===== src/hdl/lrss_pkg.sv =====
`timescale 1ns / 1ps

package lrss_pkg;

  localparam int unsigned COUNT_W = 32;
  localparam int unsigned INDEX_W = 4;
  localparam int unsigned SCOUNT_W = 5;
  localparam int unsigned IN_DATA_W = 72;
  localparam int unsigned OUT_DATA_W = 8;
  localparam logic [COUNT_W-1:0] COUNT_MAX = '1;

  typedef enum logic [1:0] {
    KIND_SELECT  = 2'd0,
    KIND_RECORD  = 2'd1,
    KIND_REPORT  = 2'd2,
    KIND_OFFLINE = 2'd3
  } kind_t;

  typedef enum logic [4:0] {
    S_IDLE  = 5'b00001,
    S_REC   = 5'b00010,
    S_SCAN  = 5'b00100,
    S_DRAIN = 5'b01000,
    S_OUT   = 5'b10000
  } state_t;

  typedef struct packed {
    logic [COUNT_W-1:0] err;
    logic [COUNT_W-1:0] req;
  } counts_t;

  function automatic logic [COUNT_W-1:0] sat_inc(input logic [COUNT_W-1:0] v);
    sat_inc = (v == COUNT_MAX) ? v : v + COUNT_W'(1);
  endfunction

endpackage


===== src/hdl/least_requests_server_selector.sv =====
`timescale 1ns / 1ps

// Least-requests server selector. Each server keeps an online flag and
// saturating request and error counts. A select transaction walks the
// servers in use one entry per cycle through the single read port of the
// count memory and returns the online server with the fewest requests (ties
// go to fewer errors, then to the lower index), or index zero with the
// none-online flag in tuser. A select scans the first min(server_count,
// MAX_SERVERS, 16) entries, drains the last compare and then offers its
// result (straight away when no server is in use); a record response reads
// the entry, then does the saturating increment and write back; a health
// report or mark offline is written as it is accepted. The block takes one
// transaction at a time and accepts the next once the result has been taken.
module least_requests_server_selector #(
  parameter int unsigned MAX_SERVERS = 16
) (
  input  logic                               clk,
  input  logic                               rst,
  input  logic                               cfg_valid,
  output logic                               cfg_ready,
  input  logic [lrss_pkg::SCOUNT_W-1:0]      cfg_data,    // server_count
  input  logic                               s_tvalid,
  output logic                               s_tready,
  // server_index[3:0], response_ok[4], reported_errors[36:5],
  // reported_entries[68:37], reported_online[69], zero[71:70]
  input  logic [lrss_pkg::IN_DATA_W-1:0]     s_tdata,
  input  logic [1:0]                         s_tuser,     // kind
  output logic                               m_tvalid,
  input  logic                               m_tready,
  output logic [lrss_pkg::OUT_DATA_W-1:0]    m_tdata,     // chosen_index[3:0], zero[7:4]
  output logic [0:0]                         m_tuser      // none_online
);

  import lrss_pkg::*;

  localparam int unsigned DEPTH = (MAX_SERVERS < 16) ? MAX_SERVERS : 16;
  localparam int unsigned IW = $clog2(DEPTH);
  localparam logic [SCOUNT_W-1:0] DEPTH_W = SCOUNT_W'(DEPTH);

  state_t state;
  logic [SCOUNT_W-1:0] server_count;
  logic [DEPTH-1:0] online;
  logic [DEPTH-1:0] vld;
  counts_t mem [DEPTH];

  counts_t rd_data;
  logic rd_vld;
  logic rd_online;
  logic [IW-1:0] rd_addr;

  logic wr_en;
  logic [IW-1:0] wr_addr;
  counts_t wr_data;

  logic [IW-1:0] ptr;
  logic pend;
  logic [IW-1:0] pend_idx;
  logic found;
  logic [IW-1:0] best_idx;
  counts_t best;
  logic [IW-1:0] op_idx;
  logic op_ok;

  kind_t kind;
  logic [INDEX_W-1:0] in_idx;
  logic in_ok;
  logic [COUNT_W-1:0] in_err;
  logic [COUNT_W-1:0] in_ent;
  logic in_online;
  logic idx_ok;
  logic accept;
  logic [SCOUNT_W-1:0] lim;
  counts_t cur;
  logic better;

  assign kind      = kind_t'(s_tuser);
  assign in_idx    = s_tdata[3:0];
  assign in_ok     = s_tdata[4];
  assign in_err    = s_tdata[36:5];
  assign in_ent    = s_tdata[68:37];
  assign in_online = s_tdata[69];
  assign idx_ok    = {1'b0, in_idx} < DEPTH_W;

  assign cfg_ready = 1'b1;
  assign s_tready  = (state == S_IDLE);
  assign accept    = s_tvalid && s_tready;
  assign lim       = (server_count > DEPTH_W) ? DEPTH_W : server_count;

  assign cur = rd_vld ? rd_data : counts_t'('0);
  assign better = pend && rd_online &&
                  (!found || (cur.req < best.req) ||
                   ((cur.req == best.req) && (cur.err < best.err)));

  assign rd_addr = (state == S_SCAN) ? ptr : in_idx[IW-1:0];

  always_comb begin
    wr_en   = 1'b0;
    wr_addr = op_idx;
    wr_data = '0;
    if (state == S_REC) begin
      wr_en       = 1'b1;
      wr_data.req = sat_inc(cur.req);
      wr_data.err = op_ok ? cur.err : sat_inc(cur.err);
    end else if (accept && (kind == KIND_REPORT) && idx_ok) begin
      wr_en       = 1'b1;
      wr_addr     = in_idx[IW-1:0];
      wr_data.req = in_ent;
      wr_data.err = in_err;
    end
  end

  always_ff @(posedge clk) begin
    if (wr_en) begin
      mem[wr_addr] <= wr_data;
    end
    rd_data   <= mem[rd_addr];
    rd_vld    <= vld[rd_addr];
    rd_online <= online[rd_addr];
  end

  always_ff @(posedge clk) begin
    if (rst) begin
      server_count <= SCOUNT_W'(1);
    end else if (cfg_valid && cfg_ready) begin
      server_count <= cfg_data;
    end
  end

  always_ff @(posedge clk) begin
    if (rst) begin
      vld    <= '0;
      online <= '1;
    end else begin
      if (wr_en) begin
        vld[wr_addr] <= 1'b1;
      end
      if (accept && idx_ok) begin
        if (kind == KIND_REPORT) begin
          online[in_idx[IW-1:0]] <= in_online;
        end else if (kind == KIND_OFFLINE) begin
          online[in_idx[IW-1:0]] <= 1'b0;
        end
      end
    end
  end

  always_ff @(posedge clk) begin
    if (rst) begin
      state <= S_IDLE;
      ptr   <= '0;
      pend  <= 1'b0;
      found <= 1'b0;
    end else begin
      unique case (state)
        S_IDLE: begin
          if (accept) begin
            unique case (kind)
              KIND_SELECT: begin
                found <= 1'b0;
                ptr   <= '0;
                state <= (lim == '0) ? S_OUT : S_SCAN;
              end
              KIND_RECORD: begin
                if (idx_ok) begin
                  state <= S_REC;
                end
              end
              KIND_REPORT, KIND_OFFLINE: begin
                state <= S_IDLE;
              end
            endcase
          end
        end
        S_REC: begin
          state <= S_IDLE;
        end
        S_SCAN: begin
          pend <= 1'b1;
          if (SCOUNT_W'(ptr) == lim - SCOUNT_W'(1)) begin
            state <= S_DRAIN;
          end else begin
            ptr <= ptr + IW'(1);
          end
        end
        S_DRAIN: begin
          pend  <= 1'b0;
          state <= S_OUT;
        end
        S_OUT: begin
          if (m_tready) begin
            state <= S_IDLE;
          end
        end
        default: begin
          state <= S_IDLE;
        end
      endcase
      if (better) begin
        found <= 1'b1;
      end
    end
  end

  always_ff @(posedge clk) begin
    if (state == S_SCAN) begin
      pend_idx <= ptr;
    end
    if (accept) begin
      op_idx <= in_idx[IW-1:0];
      op_ok  <= in_ok;
    end
    if (better) begin
      best_idx <= pend_idx;
      best     <= cur;
    end
  end

  assign m_tvalid   = (state == S_OUT);
  assign m_tdata    = found ? OUT_DATA_W'(best_idx) : '0;
  assign m_tuser[0] = !found;

  a_pend_in_scan: assert property (@(posedge clk) disable iff (rst)
    pend |-> (state == S_SCAN || state == S_DRAIN))
    else $error("compare pending outside a scan");

  a_none_zero: assert property (@(posedge clk) disable iff (rst)
    (m_tvalid && m_tuser[0]) |-> (m_tdata == '0))
    else $error("non-zero index with no server online");

  a_out_entry: assert property (@(posedge clk) disable iff (rst)
    $rose(m_tvalid) |-> ($past(state) == S_DRAIN || $past(state) == S_IDLE))
    else $error("result raised from an unexpected state");

  a_rec_write: assert property (@(posedge clk) disable iff (rst)
    (state == S_REC) |=> (state == S_IDLE && vld[$past(op_idx)]))
    else $error("record did not write back its entry");

endmodule


===== config.mk =====
export PLATFORM = sky130hd
export DESIGN_NAME = least_requests_server_selector
export DESIGN_NICKNAME = d
export VERILOG_FILES = /design/src/hdl/lrss_pkg.sv /design/src/hdl/least_requests_server_selector.sv
export SDC_FILE = /design/constraint.sdc
export NUM_CORES = 2
export LEC_CHECK = 0
export ABC_AREA = 1
export BUFFER_PORTS_ARGS = -buffer_cell sky130_fd_sc_hd__buf_4
export CORE_ASPECT_RATIO = 1.5
export CORE_MARGIN = 2
export CORE_UTILIZATION = 57
export DETAILED_ROUTE_END_ITERATION = 10
export PLACE_DENSITY = 0.76
export SKIP_CTS_REPAIR_TIMING = 1
export SLEW_MARGIN = 10
export SYNTH_ARGS = -nofsm -noshare
export SYNTH_HDL_FRONTEND = slang
export SYNTH_SLANG_ARGS = --single-unit

===== constraint.sdc =====
create_clock -name clk -period 4 [get_ports clk]
set_input_delay 1.2 -clock clk [delete_from_list [all_inputs] [get_ports clk]]
set_output_delay 1.2 -clock clk [all_outputs]
set_load 0.02 [all_outputs]

==> results.json <==
{
  "outcome": "complete, no violations",
  "power_density_nw_per_um2": 463,
  "fmax_mhz": 271,
  "drive_gt1_share_pct": 9.03,
  "grt_pass1_wl_mm": 201,
  "synth_cell_types": 47,
  "cts_made_buffers": 106,
  "n_fill_cell": 6606,
  "ys.flop_type": "edfxtp_1",
  "drtIter0Drc": 3275,
  "crit_end": "mem[0][10]$_DFFE_PP_",
  "place_congestion": 0.969,
  "die_h_um": 372,
  "fp.dieW_um": 249,
  "vias": 35000,
  "grt_max_degree": 161,
  "tns_ps": 0,
  "finalCritPeriodShare_pct": 92.3,
  "hold_viol": 0,
  "track_usage_pct": 28.9,
  "layout_min_cycle_time_ps": 3690,
  "cts.sinks": 1215,
  "initial_core_util_pct": 57.3,
  "synth_seq_cells": 1215,
  "reg2reg_depth": 12,
  "critPathKind": "reg -> reg",
  "wire_per_inst_um": 23.6,
  "drc_errors": 0,
  "reg2reg_slack_ps": 310,
  "async_flop_share_pct": 0,
  "rsz0062_at_grt": "false",
  "clk_latency_ps": 720,
  "coreArea_um2": 89900,
  "cts_max_level": 3,
  "antenna_found_initial": 1,
  "synth_edf_count": 1101,
  "root_buffer": "clkbuf_16",
  "grt_pass1_vias": 33900,
  "worst_slew_pin_slew_ps": 1200,
  "clk_pin_slew_ps": 60,
  "setup_viol": 0,
  "n_antenna_cell": 0,
  "drtAntennaViolNets": 0,
  "area_growth_pct": 11.9,
  "critPathLaunch": "rd_vld$_DFF_P_",
  "syn-instance-count": 4435,
  "crit_fanout": 31,
  "slew-limit-headroom_pct": 19.2,
  "power_uw": 26700,
  "routed_via_density": 6.11,
  "dieArea_um2": 92800,
  "cp-end-kind": "flip-flop",
  "yosysWarningCount": 0,
  "nNetsFinal": 4616,
  "avgSynthCellArea_um2": 11.6,
  "hpwl_mm": 78.0,
  "r2r-start": "rd_vld$_DFF_P_",
  "irDropWorstVdd_uv": 421,
  "hp-class": "reg -> reg",
  "grt_overflow_total": 0,
  "slew_violations": 0,
  "ys_seq_area_share_pct": 68.7,
  "io_pins": 96,
  "cap_viol_max_count": 0,
  "dr.pass1.iters": 8,
  "io_buffers": 88,
  "cts_tree": "built",
  "crit_arrival_ps": 4040,
  "cp.required_ps": 4340,
  "fin_worst_skew_ps": 23.9,
  "p_leak_uw": 0.0206,
  "clockBufferDepth": 3,
  "r2r_end": "mem[0][10]$_DFFE_PP_",
  "std_cell_rows": 135,
  "syn-cell-area_um2": 51500,
  "routed_wl_mm": 135,
  "fin_hold_ws_ps": 419,
  "critical_path.startpoint_type": "flip-flop"
}
## synth_stat cells, types with 9 or more instances
cell type	instances	area (µm²)
nand2_1	518	1940
inv_2	9	33.8
buf_1	24	90.1
o21bai_1	131	983
xor2_1	43	377
buf_2	56	280
clkbuf_1	161	604
inv_1	369	1390
o21ai_1	49	245
nand3_1	211	1060
nand4_1	24	150
ha_1	65	813
nor2_1	411	1540
nor3_1	25	125
a21oi_1	66	330
buf_4	13	97.6
o21ai_0	713	3570
dfxtp_1	114	2280
edfxtp_1	1101	33100
o211ai_1	269	2020
## per-layer routing
layer	part of all wire, %	track usage, %
met5	0.014	0
met4	5.2	15.5
met3	7.7	4.04
met2	50	50.3
met1	37	35.2
## stage by stage
step | setup slack, ps | utilization, % | cells | instance area [µm²]
3_3_place_gp | 394 | 60.1 | 5523 | 54000
3_5_place_dp | 370 | 60.1 | 5523 | 54000
6_report | 306 | 64.1 | 5725 | 57600
5_1_grt | 128 | 64.1 | 5725 | 57600
2_1_floorplan | 69.8 | - | 4438 | 51500
4_1_cts | 399 | 64.1 | 5725 | 57600
## registers in the layout, indices dropped and copies added, names as in the netlist, 4 cells and up
name          count
ptr               4
server_count      5
best_idx          4
vld              16
rd_data          64
online           16
pend_idx          4
mem            1024
state             5
best             64
op_idx            4
## cell usage in the layout (no fill, tap or decap), types with 24 or more instances in the layout
cell       synthesis  final
o21ai_0          713    712
clkbuf_16          0    109
buf_12             0     58
xor2_1            43     43
nor2_1           411    411
nand3_1          211    211
nand4_1           24     24
o21bai_1         131    131
nand2_1          518    518
clkinv_2           1     27
o211ai_1         269    269
edfxtp_1        1101   1101
dfxtp_1          114    113
ha_1              65     65
inv_1            369    350
a21oi_1           66     66
nor3_1            25     25
o21ai_1           49     49
buf_4             13    121
## kinds of logic after synthesis
| kind of cell | share of synthesized area [%] |
|---|---|
| compound gates | 14.1 |
| xor+xnor | 0.766 |
| fa+ha+maj | 1.58 |
| buf+inv | 4.94 |
| flops | 68.7 |
| other cells | 0.0146 |
| simple gates | 9.92 |
## layout make-up
cell class | count | area, µm² | share of cell area, %
sequential | 1215 | 35300 | 61.4
multi-input combinational | 2585 | 13600 | 23.7
clock buffer | 130 | 2890 | 5.01
timing repair buffer | 179 | 2070 | 3.59
inverter | 380 | 1490 | 2.59
tap | 1164 | 1460 | 2.53
clock inverter | 72 | 703 | 1.22
## report_power, final
part,internal (µW),switching (µW)
logic,611,1460
registers,14000,124
clock network,5830,4650
total,20400,6240
## critical path: stages, from the launching register on
cell and delay (ps):
dfxtp_4 590, buf_12 240, nand2_1 110, inv_1 140, ha_1 220, nand3_2 160, nor2_4 220, nand2_1 100
nor2_1 140, nand2_1 140, nand3_1 170, o21ai_1 90, o21ai_1 970
## worst min-delay path by stage
stage	slack, ps	from	to	cells past startpoint
after floorplan	400	pend_idx[0]$_DFFE_PP_	best_idx[0]$_DFFE_PP_	0
after global placement	400	pend_idx[1]$_DFFE_PP_	best_idx[1]$_DFFE_PP_	0
after detailed placement	410	pend_idx[3]$_DFFE_PP_	best_idx[3]$_DFFE_PP_	0
after CTS	420	pend_idx[3]$_DFFE_PP_	best_idx[3]$_DFFE_PP_	0
after global routing	430	pend_idx[3]$_DFFE_PP_	best_idx[3]$_DFFE_PP_	0
final	420	pend_idx[3]$_DFFE_PP_	best_idx[3]$_DFFE_PP_	0
(Power assumes the default switching activity.)
